==> src/sv/mtfe_pkg.sv <==
// Shared types and constants for the move-to-front encoder.
// Holds the command codes, result kinds and the controller/datapath buses.
// No dependencies.
package mtfe_pkg;

  // Fixed field widths
  localparam int SYM_W  = 8;
  localparam int POS_W  = 8;
  localparam int CNT_W  = 9;
  localparam int CMD_W  = 2;
  localparam int IN_TDATA_W  = 8;
  localparam int OUT_TDATA_W = 24;

  // Input item kinds, carried on the slave tuser
  typedef enum logic [CMD_W-1:0] {
    CMD_CLEAR  = 2'd0,
    CMD_MARK   = 2'd1,
    CMD_BUILD  = 2'd2,
    CMD_ENCODE = 2'd3
  } cmd_e;

  // Kind of result word to load into the output register
  typedef enum logic [1:0] {
    RES_BUILD = 2'd0,
    RES_HIT   = 2'd1,
    RES_MISS  = 2'd2
  } res_kind_e;

  // Controller to datapath commands
  typedef struct packed {
    logic      clr_map;    // empty the alphabet and the list
    logic      set_map;    // mark the incoming symbol
    logic      latch_sym;  // capture the incoming symbol
    logic      ptr_clr;    // rewind the walk pointer and the fill count
    logic      ptr_inc;
    logic      ptr_dec;
    logic      bld_step;   // examine one alphabet entry, append if present
    logic      rd_shift;   // read address is pointer minus one
    logic      found;      // capture the match position
    logic      wr_shift;   // move the word read back by one slot
    logic      wr_front;   // write the symbol to the head
    logic      out_load;
    res_kind_e kind;
  } mtfe_cmd_t;

  // Datapath to controller status
  typedef struct packed {
    logic sym_ok;     // incoming symbol lies inside the alphabet
    logic len_zero;
    logic bld_last;   // walk pointer at the last alphabet entry
    logic match;      // word read equals the held symbol
    logic srch_last;  // walk pointer at the last list entry
    logic ptr_zero;
    logic ptr_one;
    logic out_busy;   // result register full and not taken this cycle
  } mtfe_sts_t;

endpackage

==> src/sv/mtfe_dpath.sv <==
// Datapath of the move-to-front encoder: alphabet map, list memory,
// walk pointer and result register. Depends on mtfe_pkg.
module mtfe_dpath #(
  parameter int ALPHABET_SIZE = 256
) (
  input  logic                                clk_i,
  input  logic                                rst_ni,
  input  mtfe_pkg::mtfe_cmd_t                 cmd_i,
  output mtfe_pkg::mtfe_sts_t                 sts_o,
  input  logic [mtfe_pkg::IN_TDATA_W-1:0]     sym_data_i,
  input  logic                                out_ready_i,
  output logic                                out_valid_o,
  output logic [mtfe_pkg::POS_W-1:0]          out_pos_o,
  output logic [mtfe_pkg::CNT_W-1:0]          out_cnt_o,
  output logic                                out_nf_o
);
  import mtfe_pkg::*;

  localparam int AW = $clog2(ALPHABET_SIZE);

  logic [ALPHABET_SIZE-1:0] map_q;
  logic [SYM_W-1:0]         mem [ALPHABET_SIZE];
  logic [SYM_W-1:0]         rdata_q;
  logic [SYM_W-1:0]         sym_q;
  logic [AW-1:0]            ptr_q;
  logic [AW-1:0]            pos_q;
  logic [CNT_W-1:0]         n_q;
  logic [CNT_W-1:0]         len_q;
  logic                     out_valid_q;
  logic [POS_W-1:0]         out_pos_q;
  logic [CNT_W-1:0]         out_cnt_q;
  logic                     out_nf_q;

  logic                     sym_ok;
  logic                     map_bit;
  logic [CNT_W-1:0]         n_next;
  logic [AW-1:0]            raddr;
  logic                     we;
  logic [AW-1:0]            waddr;
  logic [SYM_W-1:0]         wdata;

  assign sym_ok  = {1'b0, sym_data_i} < CNT_W'(ALPHABET_SIZE);
  assign map_bit = map_q[ptr_q];
  assign n_next  = n_q + CNT_W'(map_bit);
  assign raddr   = cmd_i.rd_shift ? AW'(ptr_q - AW'(1)) : ptr_q;

  // Pick the single write of this cycle
  always_comb begin
    we    = 1'b0;
    waddr = ptr_q;
    wdata = rdata_q;
    if (cmd_i.bld_step) begin
      we    = map_bit;
      waddr = n_q[AW-1:0];
      wdata = SYM_W'(ptr_q);
    end else if (cmd_i.wr_shift) begin
      we    = 1'b1;
      waddr = ptr_q;
      wdata = rdata_q;
    end else if (cmd_i.wr_front) begin
      we    = 1'b1;
      waddr = '0;
      wdata = sym_q;
    end
  end

  // List memory, one write and one registered read per cycle
  always_ff @(posedge clk_i) begin
    if (we) begin
      mem[waddr] <= wdata;
    end
    rdata_q <= mem[raddr];
  end

  // Alphabet map and list length
  always_ff @(posedge clk_i or negedge rst_ni) begin
    if (!rst_ni) begin
      map_q <= '0;
      len_q <= '0;
    end else if (cmd_i.clr_map) begin
      map_q <= '0;
      len_q <= '0;
    end else begin
      if (cmd_i.set_map && sym_ok) begin
        map_q[sym_data_i[AW-1:0]] <= 1'b1;
      end
      if (cmd_i.bld_step && (ptr_q == AW'(ALPHABET_SIZE - 1))) begin
        len_q <= n_next;
      end
    end
  end

  // Walk pointer, fill count, held symbol and match position
  always_ff @(posedge clk_i) begin
    if (cmd_i.latch_sym) begin
      sym_q <= sym_data_i;
    end
    if (cmd_i.found) begin
      pos_q <= ptr_q;
    end
    if (cmd_i.ptr_clr) begin
      ptr_q <= '0;
      n_q   <= '0;
    end else if (cmd_i.bld_step) begin
      ptr_q <= AW'(ptr_q + AW'(1));
      n_q   <= n_next;
    end else if (cmd_i.ptr_inc) begin
      ptr_q <= AW'(ptr_q + AW'(1));
    end else if (cmd_i.ptr_dec) begin
      ptr_q <= AW'(ptr_q - AW'(1));
    end
  end

  // Result register: hold the word until the sink takes it
  always_ff @(posedge clk_i or negedge rst_ni) begin
    if (!rst_ni) begin
      out_valid_q <= 1'b0;
    end else if (cmd_i.out_load) begin
      out_valid_q <= 1'b1;
    end else if (out_ready_i) begin
      out_valid_q <= 1'b0;
    end
  end

  always_ff @(posedge clk_i) begin
    if (cmd_i.out_load) begin
      out_cnt_q <= len_q;
      case (cmd_i.kind)
        RES_HIT: begin
          out_pos_q <= POS_W'(pos_q);
          out_nf_q  <= 1'b0;
        end
        RES_MISS: begin
          out_pos_q <= '0;
          out_nf_q  <= 1'b1;
        end
        default: begin
          out_pos_q <= '0;
          out_nf_q  <= 1'b0;
        end
      endcase
    end
  end

  assign out_valid_o = out_valid_q;
  assign out_pos_o   = out_pos_q;
  assign out_cnt_o   = out_cnt_q;
  assign out_nf_o    = out_nf_q;

  // Status back to the controller
  always_comb begin
    sts_o.sym_ok    = sym_ok;
    sts_o.len_zero  = (len_q == '0);
    sts_o.bld_last  = (ptr_q == AW'(ALPHABET_SIZE - 1));
    sts_o.match     = (rdata_q == sym_q);
    sts_o.srch_last = ((CNT_W'(ptr_q) + CNT_W'(1)) == len_q);
    sts_o.ptr_zero  = (ptr_q == '0);
    sts_o.ptr_one   = (ptr_q == AW'(1));
    sts_o.out_busy  = out_valid_q && !out_ready_i;
  end

`ifndef SYNTHESIS
  a_len_bound: assert property (@(posedge clk_i) disable iff (!rst_ni)
    len_q <= CNT_W'(ALPHABET_SIZE))
    else $error("list length exceeds alphabet size");

  a_load_shows: assert property (@(posedge clk_i) disable iff (!rst_ni)
    cmd_i.out_load |=> out_valid_q)
    else $error("loaded result not presented");

  a_miss_pos: assert property (@(posedge clk_i) disable iff (!rst_ni)
    out_valid_q && out_nf_q |-> out_pos_q == '0)
    else $error("miss result carries a nonzero position");
`endif

endmodule

==> src/sv/mtfe_ctrl.sv <==
// Controller of the move-to-front encoder: sequences build, search and
// shift steps over the datapath. Depends on mtfe_pkg.
module mtfe_ctrl (
  input  logic                            clk_i,
  input  logic                            rst_ni,
  input  logic                            in_valid_i,
  input  logic [mtfe_pkg::CMD_W-1:0]      in_cmd_i,
  output logic                            in_ready_o,
  input  mtfe_pkg::mtfe_sts_t             sts_i,
  output mtfe_pkg::mtfe_cmd_t             cmd_o
);
  import mtfe_pkg::*;

  typedef enum logic [7:0] {
    ST_IDLE     = 8'b0000_0001,
    ST_BUILD    = 8'b0000_0010,
    ST_SRCH_RD  = 8'b0000_0100,
    ST_SRCH_CMP = 8'b0000_1000,
    ST_SH_RD    = 8'b0001_0000,
    ST_SH_WR    = 8'b0010_0000,
    ST_FRONT    = 8'b0100_0000,
    ST_FINISH   = 8'b1000_0000
  } state_e;

  state_e    state_q, state_d;
  res_kind_e kind_q, kind_d;

  always_ff @(posedge clk_i or negedge rst_ni) begin
    if (!rst_ni) begin
      state_q <= ST_IDLE;
      kind_q  <= RES_BUILD;
    end else begin
      state_q <= state_d;
      kind_q  <= kind_d;
    end
  end

  // Next state and datapath commands
  always_comb begin
    state_d    = state_q;
    kind_d     = kind_q;
    cmd_o      = '0;
    cmd_o.kind = kind_q;
    in_ready_o = 1'b0;
    case (state_q)
      ST_IDLE: begin
        in_ready_o = 1'b1;
        if (in_valid_i) begin
          case (cmd_e'(in_cmd_i))
            CMD_CLEAR: cmd_o.clr_map = 1'b1;
            CMD_MARK:  cmd_o.set_map = 1'b1;
            CMD_BUILD: begin
              cmd_o.ptr_clr = 1'b1;
              state_d       = ST_BUILD;
            end
            CMD_ENCODE: begin
              cmd_o.latch_sym = 1'b1;
              cmd_o.ptr_clr   = 1'b1;
              if (!sts_i.sym_ok || sts_i.len_zero) begin
                kind_d  = RES_MISS;
                state_d = ST_FINISH;
              end else begin
                state_d = ST_SRCH_RD;
              end
            end
            default: ;
          endcase
        end
      end
      // Walk the whole alphabet, appending present bytes
      ST_BUILD: begin
        cmd_o.bld_step = 1'b1;
        if (sts_i.bld_last) begin
          kind_d  = RES_BUILD;
          state_d = ST_FINISH;
        end
      end
      ST_SRCH_RD: begin
        state_d = ST_SRCH_CMP;
      end
      // Compare one list entry against the symbol
      ST_SRCH_CMP: begin
        if (sts_i.match) begin
          cmd_o.found = 1'b1;
          kind_d      = RES_HIT;
          state_d     = sts_i.ptr_zero ? ST_FINISH : ST_SH_RD;
        end else if (sts_i.srch_last) begin
          kind_d  = RES_MISS;
          state_d = ST_FINISH;
        end else begin
          cmd_o.ptr_inc = 1'b1;
          state_d       = ST_SRCH_RD;
        end
      end
      ST_SH_RD: begin
        cmd_o.rd_shift = 1'b1;
        state_d        = ST_SH_WR;
      end
      // Move the entry ahead back one slot
      ST_SH_WR: begin
        cmd_o.wr_shift = 1'b1;
        cmd_o.ptr_dec  = 1'b1;
        state_d        = sts_i.ptr_one ? ST_FRONT : ST_SH_RD;
      end
      ST_FRONT: begin
        cmd_o.wr_front = 1'b1;
        state_d        = ST_FINISH;
      end
      // Hand the result over once the output register is free
      ST_FINISH: begin
        if (!sts_i.out_busy) begin
          cmd_o.out_load = 1'b1;
          state_d        = ST_IDLE;
        end
      end
      default: state_d = ST_IDLE;
    endcase
  end

`ifndef SYNTHESIS
  a_shift_nonzero: assert property (@(posedge clk_i) disable iff (!rst_ni)
    cmd_o.wr_shift |-> !sts_i.ptr_zero)
    else $error("shift write at the list head");

  a_load_free: assert property (@(posedge clk_i) disable iff (!rst_ni)
    cmd_o.out_load |-> !sts_i.out_busy)
    else $error("result loaded over an untaken word");

  a_front_then_finish: assert property (@(posedge clk_i) disable iff (!rst_ni)
    state_q == ST_FRONT |=> state_q == ST_FINISH && kind_q == RES_HIT)
    else $error("head write not followed by a hit result");
`endif

endmodule

==> src/sv/move_to_front_encoder_core.sv <==
// Byte move-to-front encoder, top level.
// Channels: slave stream takes one command word per handshake; tuser holds
//   the command (clear, mark, build, encode) and tdata the symbol byte.
//   Master stream returns one result word for each build and encode;
//   clear and mark return nothing.
// Use: clear, mark every byte of the alphabet, build, then encode bytes.
// Steps per item:
//   clear, mark: done in the idle state as the word is taken.
//   build: one alphabet entry examined per cycle, present bytes appended.
//   encode: list entries read and compared in turn; after a hit past the
//   head the entries ahead move back one slot each and the symbol goes to
//   the head. An out-of-alphabet symbol or an empty list misses unsearched.
//   Search and shift share the list memory's single read and write port.
// One item is in work at a time; a result waits in the output register
// while the next item is accepted, and a finishing item holds until that
// register is taken, so a stalled receiver only delays build and encode.
// Reset empties the alphabet and sets the list length to zero; the list
// memory needs no clearing because only entries written by a build are read.
module move_to_front_encoder_core #(
  parameter int ALPHABET_SIZE = 256
) (
  input  logic        clk_i,
  input  logic        rst_ni,
  input  logic        s_axis_tvalid,
  output logic        s_axis_tready,
  input  logic [7:0]  s_axis_tdata,   // [7:0] symbol
  input  logic [1:0]  s_axis_tuser,   // [1:0] cmd
  output logic        m_axis_tvalid,
  input  logic        m_axis_tready,
  output logic [23:0] m_axis_tdata,   // [7:0] position, [16:8] unique_count, [23:17] zero
  output logic        m_axis_tuser    // [0] not_found
);
  import mtfe_pkg::*;

  mtfe_cmd_t        cmd;
  mtfe_sts_t        sts;
  logic [POS_W-1:0] out_pos;
  logic [CNT_W-1:0] out_cnt;

  mtfe_ctrl u_ctrl (
    .clk_i      (clk_i),
    .rst_ni     (rst_ni),
    .in_valid_i (s_axis_tvalid),
    .in_cmd_i   (s_axis_tuser),
    .in_ready_o (s_axis_tready),
    .sts_i      (sts),
    .cmd_o      (cmd)
  );

  mtfe_dpath #(
    .ALPHABET_SIZE (ALPHABET_SIZE)
  ) u_dpath (
    .clk_i       (clk_i),
    .rst_ni      (rst_ni),
    .cmd_i       (cmd),
    .sts_o       (sts),
    .sym_data_i  (s_axis_tdata),
    .out_ready_i (m_axis_tready),
    .out_valid_o (m_axis_tvalid),
    .out_pos_o   (out_pos),
    .out_cnt_o   (out_cnt),
    .out_nf_o    (m_axis_tuser)
  );

  // Pack the result word
  assign m_axis_tdata = {(OUT_TDATA_W - POS_W - CNT_W)'(0), out_cnt, out_pos};

endmodule

==> config.mk <==
export PLATFORM = sky130hd
export DESIGN_NAME = move_to_front_encoder_core
export DESIGN_NICKNAME = d
export VERILOG_FILES = /design/src/sv/mtfe_pkg.sv /design/src/sv/mtfe_dpath.sv /design/src/sv/mtfe_ctrl.sv /design/src/sv/move_to_front_encoder_core.sv
export SDC_FILE = /design/constraint.sdc
export NUM_CORES = 2
export LEC_CHECK = 0
export BUFFER_PORTS_ARGS = -buffer_cell sky130_fd_sc_hd__clkbuf_2
export CAP_MARGIN = 30
export CELL_PAD_IN_SITES_DETAIL_PLACEMENT = 1
export CELL_PAD_IN_SITES_GLOBAL_PLACEMENT = 2
export CORE_MARGIN = 2
export CORE_UTILIZATION = 49
export DETAILED_ROUTE_END_ITERATION = 7
export MAX_ROUTING_LAYER = met4
export PLACE_DENSITY_LB_ADDON = 0.15
export SKIP_CTS_REPAIR_TIMING = 1
export SLEW_MARGIN = 10
export SYNTH_ARGS = -nofsm -noshare
export SYNTH_HDL_FRONTEND = slang
export SYNTH_SLANG_ARGS = --single-unit
==> constraint.sdc <==
create_clock -name clk_i -period 26.6 [get_ports clk_i]
set_clock_uncertainty 0.05 [all_clocks]
set_input_delay 3.99 -clock clk_i [delete_from_list [all_inputs] [get_ports clk_i]]
set_output_delay 3.99 -clock clk_i [all_outputs]
set_load 0.05 [all_outputs]
Word level (Yosys, flattened, before mapping)
Memories as Yosys holds them, arrays and structs flattened. A register that Yosys moved wholly into a read port is not among the register bits.
Index checks and enable logic that the tools add are counted.
{"block": "classes", "bitwise": 1, "n_eq_ne": 24, "n_reduce_logical": 15, "muxes": 61, "addsub": 4, "n_lt_le_gt_ge": 3}
{"operator": "$mux W256", "count": 2}
{"operator": "$or A256 B256 Y256", "count": 1}
{"operator": "$mux W8", "count": 17}
{"operator": "$pmux W8 S8", "count": 1}
{"operator": "$mux W1", "count": 26}
{"operator": "$lt A8 B9 Y1 const B", "count": 2}
{"operator": "$mux W9", "count": 2}
{"operator": "$eq A8 B1 Y1 const B", "count": 2}
{"operator": "$eq A8 B8 Y1 const B", "count": 2}
{"operator": "$pmux W8 S2", "count": 1}
{"operator": "$mux W2", "count": 6}
{"operator": "$ne A2 B2 Y1 const B", "count": 5}
{"operator": "$add A8 B1 Y9 const B", "count": 1}
{"operator": "$add A9 B1 Y9", "count": 1}
{"operator": "$eq A9 B9 Y1", "count": 1}
{"operator": "$logic_not A9 Y1", "count": 1}
{"operator": "$add A8 B1 Y8 const B", "count": 1}
{"operator": "$bmux W1 S8", "count": 1}
{"operator": "$demux W1 S8", "count": 1}
{"operator": "$eq A8 B2 Y1 const B", "count": 1}
{"operator": "$eq A8 B3 Y1 const B", "count": 1}
{"operator": "$eq A8 B4 Y1 const B", "count": 1}
{"operator": "$eq A8 B5 Y1 const B", "count": 1}
{"operator": "$eq A8 B6 Y1 const B", "count": 1}
{"operator": "19 further kinds", "count": 29}
{"block": "totals", "out_inout_bits": 27, "n_memories": 1, "wordCells": 121, "ramBits": 2048, "input_bits": 14, "register_bits": 327}
{"name": "u_dpath.mem", "words": 256, "width": 8, "read_ports": 1, "rd_ports_with_merged_regs": 1, "wr": 1, "line_no": "mtfe_dpath.sv:22", "rtl": "logic [SYM_W-1:0] mem [ALPHABET_SIZE];"}

Depth between registers and ports, before layout
{"block": "depth", "ltp_word": 7, "depth_mapped": 22, "ltp_nobuf": 14}

Cells and area by module
From an unflattened synthesis, not the netlist that was laid out.
{"block": "unflattened", "hier_cells": 5296, "area_unflattened_um2": 95784.4}
{"mod": "mtfe_dpath", "seq_area_each_um2": 69676.8, "instances": 1, "cells_each": 5204, "area_per_inst_um2": 94974.8}
{"mod": "mtfe_ctrl", "seq_area_each_um2": 251.5, "instances": 1, "cells_each": 84, "area_per_inst_um2": 753.2}
{"mod": "move_to_front_encoder_core", "seq_area_each_um2": 0.0, "instances": 1, "cells_each": 8, "area_per_inst_um2": 56.3}

Worst setup path before layout
OpenSTA, ideal clock, no wires.
{"block": "synth_path", "kind": "reg2reg", "from": "register u_ctrl.state_q[2]", "to": "memory u_dpath.mem[0][0] (data pin)", "t_required_ns": 24.363, "setup_time_ns": 2.187, "path_stages_with_launch": 9, "period_less_slack_ns": 14.067, "setup_slack_ns": 12.533, "t_arrival_ns": 11.830, "cell_sequence": "dfrtp_1 > buf_2 > nor4_4 > buf_2 > nand4b_1 > clkbuf_1 > clkbuf_1 > mux2i_1 > o21ai_0"}
{"block": "synth_via", "elab_chain_cells": 5, "word_cells_on_any_way": 9}
{"element": "start: declaration", "line_no": "mtfe_ctrl.sv:25", "rtl": "state_e state_q, state_d;"}
{"element": "start signal: assignment", "line_no": "mtfe_ctrl.sv:33", "rtl": "state_q <= state_d;"}
{"element": "$eq A8 B7 Y1", "line_no": "mtfe_ctrl.sv:45", "rtl": "case (state_q)"}
{"element": "$mux W1", "line_no": "mtfe_ctrl.sv:45"}
{"element": "$mux W8", "line_no": "mtfe_dpath.sv:60", "rtl": "end else if (cmd_i.wr_front) begin"}
{"element": "$mux W8", "line_no": "mtfe_dpath.sv:56", "rtl": "end else if (cmd_i.wr_shift) begin"}
{"element": "$mux W8 *", "line_no": "mtfe_dpath.sv:52", "rtl": "if (cmd_i.bld_step) begin"}
{"element": "via u_dpath.wdata[0]", "line_no": "mtfe_dpath.sv:40", "rtl": "logic [SYM_W-1:0] wdata;"}
{"element": "end: declaration", "line_no": "mtfe_dpath.sv:22"}
Mark *: on every way through the listed nets, which the timed path passes. The rest lies on a longest branch.

Final worst setup path
{"block": "layout_path", "from": "register u_dpath.ptr_q[0]", "to": "memory u_dpath.mem[150][1] (enable)"}
{"block": "layout_via", "elab_chain_cells": 5, "word_cells_on_any_way": 8}
{"element": "start: declaration", "line_no": "mtfe_dpath.sv:25", "rtl": "logic [AW-1:0] ptr_q;"}
{"element": "start signal: assignment", "line_no": "mtfe_dpath.sv:105", "rtl": "ptr_q <= AW'(ptr_q + AW'(1));"}
{"element": "start signal: assignment", "line_no": "mtfe_dpath.sv:108", "rtl": "ptr_q <= AW'(ptr_q + AW'(1));"}
{"element": "start signal: assignment", "line_no": "mtfe_dpath.sv:110", "rtl": "ptr_q <= AW'(ptr_q - AW'(1));"}
{"element": "$bmux W1 S8", "line_no": "mtfe_dpath.sv:43", "rtl": "assign map_bit = map_q[ptr_q];"}
{"element": "$mux W1 (implied by the code)", "line_no": "mtfe_dpath.sv:43"}
{"element": "$mux W1", "line_no": "mtfe_dpath.sv:52"}
{"element": "$mux W1", "line_no": "mtfe_dpath.sv:69", "rtl": "if (we) begin"}
{"element": "$mux W1 (implied by the code)", "line_no": "mtfe_dpath.sv:70", "rtl": "mem[waddr] <= wdata;"}
Several ways; a longest one is shown, not always the timed one. The select of a mux whose other input is x is not followed.

==> results by stage <==
STA:
- The number of endpoints with negative hold slack in the final report is 0.
- The tightest hold margin is 0.4406 ns.
- The worst path meets setup with 19.37 ns of slack.
- The number of max-slew violations in the final report came to 0.
- The total of endpoints with negative setup slack in the final report is 0.
- Adding up every negative setup slack in the final design gives 0 ns.
- After layout, the minimum clock period comes to 7.232 ns.
- The maximum frequency from static timing analysis is 138.3 MHz.
- For the pin with the worst max-slew slack, the measured transition is 1.238 ns.
- Headroom to the max-slew limit came out at 0.1747.
- Dividing the final minimum period by the clock period gives 0.2719.
- Setup repair after global routing left no endpoint under its margin.

Placement:
- The last weighted congestion value of the routability-driven placer is 0.9601.
- Buffers placed on the I/O ports in this run total 33.
- Before CTS, the worst setup slack after placement is 19.43 ns.
- Detailed placement ended at an HPWL of 268300 microns.

Synth:
- The post-synthesis cell count is 8281.
- The multiplexer area fraction after synthesis is 0.07464.
- In this run, synthesis produced a sequential element count of 2383.
- The dominant register cell in the synthesized netlist is sky130_fd_sc_hd__edfxtp_1.
- The number of warnings printed during yosys synthesis is 0.
- Synthesis instantiated 91 different standard cells from the library.
- After synthesis, the mean cell area works out to 13.07 sq um.
- Of the total synthesized cell area, the portion taken by XOR and XNOR cells is 0.003480.
- The fraction of the mapped netlist area in compound gates is 0.1671.
- The share of async-settable or async-resettable flops after synthesis is 0.1158.
- Of the total synthesized cell area, the portion taken by AND, OR, NAND and NOR gates is 0.07402.
- The arithmetic-cell share of the synthesized area counting full adders, half adders and majority gates is 0.0006937.
- Of the synthesized area, sequential elements account for 0.6462.
- The mapped netlist covers 0.1082 sq mm.
- The largest family of logic cells by synthesized area is compound AO/OA/AOI/OAI gates.
- Yosys mapped a number of flops with a built-in enable equal to 2082.

Power and ir drop:
- The switching power is 4.653 mW.
- After layout, the design draws a total of 12.58 mW.
- The internal power contribution is 7.927 mW.
- The power share of the clock group is 0.295.
- The power per standard cell area is 103.2 mW/mm^2.
- For this design the static power due to leakage is 40.01 nW.
- The switching power share of the total is 0.3699.
- Across the VDD grid, the largest voltage drop is 112.7 uV.
- The share of total power dissipated in combinational logic is 0.327.
- The sequential group share of total power is 0.378.

Global routing:
- The global-route wire length before repair is 615400 microns.
- Entering global routing, the biggest net connects 252 pins.
- The total global routing track utilization is 0.3929.
- The via count of the first global-routing pass came to 82236.
- The initial antenna violation count came to 36.
- For this run the aggregate overflow at the end of global routing stands at 0.

Setup path:
- Data on the critical path is required at its endpoint by 27.27 ns.
- The worst path buffer plus inverter count is 6.
- The critical path crosses 14 cells after its start point.
- Counting stages on the worst path, the most repeated cell is sky130_fd_sc_hd__buf_4.
- The critical path goes through buf_4 -> buf_4 -> mux4_2 -> mux4_2 -> mux2i_1 -> nand2_1 -> o21ai_1 -> inv_1 -> mux4_2 -> nor2_4 -> buf_4 -> buf_4 -> nor3_1 -> buf_4.
- On the critical path, the stage with the largest delay is an instance of sky130_fd_sc_hd__buf_4.
- The delay contributed by the slowest stage of the critical path is 0.86 ns.
- The arrival time at the worst endpoint is 7.90 ns.
- The launching element type of the critical path is a register.
- The worst-path maximum fanout is 66.
- The number of cells traversed by the worst register-to-register path is 14.
- On the critical path the largest part of the delay comes from buffers and inverters.
- The category of the most critical setup path is register to register.
- The setup check on the worst reg-to-reg path leaves a slack of 19.37 ns.
- The endpoint kind of the worst setup timing path is a register.

Cells and area:
- The area growth from synthesis to layout is 12.62%.
- The layout net count is 8325.
- Of the cells placed in the final design, the portion with a size suffix greater than 1 is 0.1419.
- In the layout the commonest cells are sky130_fd_sc_hd__edfxtp_1, sky130_fd_sc_hd__a21oi_1, sky130_fd_sc_hd__nor2_1, sky130_fd_sc_hd__o22ai_1, sky130_fd_sc_hd__mux2i_1.
- The core occupancy in the finished layout is 0.5552.
- The most common cell after layout, fill and taps aside is sky130_fd_sc_hd__edfxtp_1.

Clock network:
- Counting every sink on the clock net gives 2383.
- The CTS buffer count is 278.
- The H-tree depth reported by CTS is 5.
- Clock latency on the worst-skew pair, taken at its later pin, is 0.95 ns.
- The longest clock path from root to sink contains 4 buffers.
- The clock transition at the registers of the reported paths is 0.07 ns.
- TritonCTS built the clock tree.
- The buffer cell driving the clock tree root is sky130_fd_sc_hd__clkbuf_16.

Job:
- Across the run, the number of max-cap violations was 0.

Detailed routing:
- The total routed wirelength is 436500 microns.
- The remaining design rule violation count is 0.
- The routed layout has 83201 vias.
- Summed over all nets, wire length on met2 after detailed routing comes to 195300 microns.
- Wire segments on met3 add up to 47510 microns in the final route.
- The number of antenna-violating nets in the routed design is 0.
- The number of iterations in the first detailed-routing pass is 6.
- The highest signal layer in the routed design is met4.
- The detailed router's first-iteration violation count is 11950.
- The per-cell routed wire length is 38.26 microns.
- The detailed router put a total of 165100 microns of wire on met1.
- In the routed layout, each cell is associated on average with a via count of 7.293.

Status:
- The flow ran to the end, and the final reports show no timing, DRC or antenna violations.

Floorplan:
- The initialized floorplan defines 172 standard-cell rows.
- The core box area is 0.2195 sq mm.
- The die is 474.0 microns tall.
- 41 I/O pins were placed.
- The die covers 0.2246 sq mm.
- The initial utilization of the core area, before any placement, comes to 0.4930.
- In this run the horizontal extent of the chip is 474.0 microns.

Worst hold path:
- The worst hold-check path type is register to register.
- The worst hold path passes through 2 cells.
[power groups by stage]
stage	sequential, mW	combinational (mW)	clock, mW
after floorplan	5.21	2.36	0
after global placement	4.83	3.82	0
after detailed placement	4.83	3.97	0
after CTS	4.75	3.98	3.73
after global routing	4.75	4.23	3.86
final	4.76	4.12	3.71
[kinds of logic (layout without fill, tap and decap cells)]
group | after synthesis | in the layout
AOI/OAI and AO/OA | 2666 | 2666
DFF | 2383 | 2383
and+or+nand+nor | 1712 | 1712
buffers and inverters | 791 | 1007
muxes | 679 | 679
xor gates and xnor gates | 43 | 43
adders and majority gates | 6 | 6
other | 1 | 41
[final timing paths]
check,startpoint,end
max,u_dpath.ptr_q[0]$_SDFFE_PP0P_,u_dpath.mem[150][1]$_DFFE_PP_
min,u_dpath.map_q[213]$_DFFE_PN0P_,u_dpath.map_q[213]$_DFFE_PN0P_
max reg2reg,u_dpath.ptr_q[0]$_SDFFE_PP0P_,u_dpath.mem[150][1]$_DFFE_PP_
min reg2reg,u_dpath.map_q[213]$_DFFE_PN0P_,u_dpath.map_q[213]$_DFFE_PN0P_
max in group asynchronous,rst_ni,u_dpath.map_q[136]$_DFFE_PN0P_
min in group asynchronous,rst_ni,u_dpath.map_q[109]$_DFFE_PN0P_
[worst register-to-register path, delay by kind of cell, from the launching register on]
kind	cells	cell delay, ns
AOI/OAI and AO/OA	1	0.23
buffers and inverters	6	3.39
DFF	1	0.79
muxes	4	1.84
and+or+nand+nor	3	0.72
[sequential cells by signal (all words and copies together), names as in the netlist]
| register | count |
|---|---|
| u_ctrl.state_q | 8 |
| u_dpath.out_nf_o | 1 |
| u_dpath.out_valid_o | 1 |
| u_dpath.out_pos_o | 8 |
| u_dpath.len_q | 9 |
| u_dpath.mem | 2048 |
| u_dpath.n_q | 9 |
| u_dpath.rdata_q | 8 |
| u_dpath.ptr_q | 8 |
| u_ctrl.kind_q | 2 |
| u_dpath.pos_q | 8 |
| u_dpath.out_cnt_o | 9 |
| u_dpath.sym_q | 8 |
| u_dpath.map_q | 256 |
[layer usage]
metal	GRT usage	up-vias
met3	0.08910	1264
li1	-	33511
met5	-	-
met2	0.5789	5206
met4	0.2182	0
met1	0.5041	43220
[layout make-up]
type	count	area, sq um
diodes	34	85.08
clock buffers	366	7661
multi-input cells	5113	35330
inverters	18	82.58
flip-flops and latches	2383	69940
clock inverters	112	953.4
repair buffers	511	4233
well taps	2871	3592
fillers	21223	97630
[through the flow]
stage / std cells / area (sq um)
after floorplan: 8287 / 108200
after global placement: 10826 / 112400
after detailed placement: 10873 / 112900
after CTS: 11351 / 121600
after global routing: 11405 / 121900
final: 11408 / 121900
[Yosys cell counts, drive strengths merged, types with 102 or more instances]
library cell | n | area [sq um]
a21oi | 555 | 2778
nand3 | 102 | 510.5
edfxtp | 2082 | 62520
mux2i | 519 | 5195
nor3 | 416 | 2092
a211oi | 164 | 1231
o21ai | 339 | 1704
dfrtp | 275 | 6882
o22ai | 549 | 3441
o221ai | 485 | 4248
buf | 407 | 2225
nand2 | 309 | 1160
clkbuf | 366 | 1374
nor2 | 563 | 2116
No activity file was read; power rests on OpenSTA's default activity.
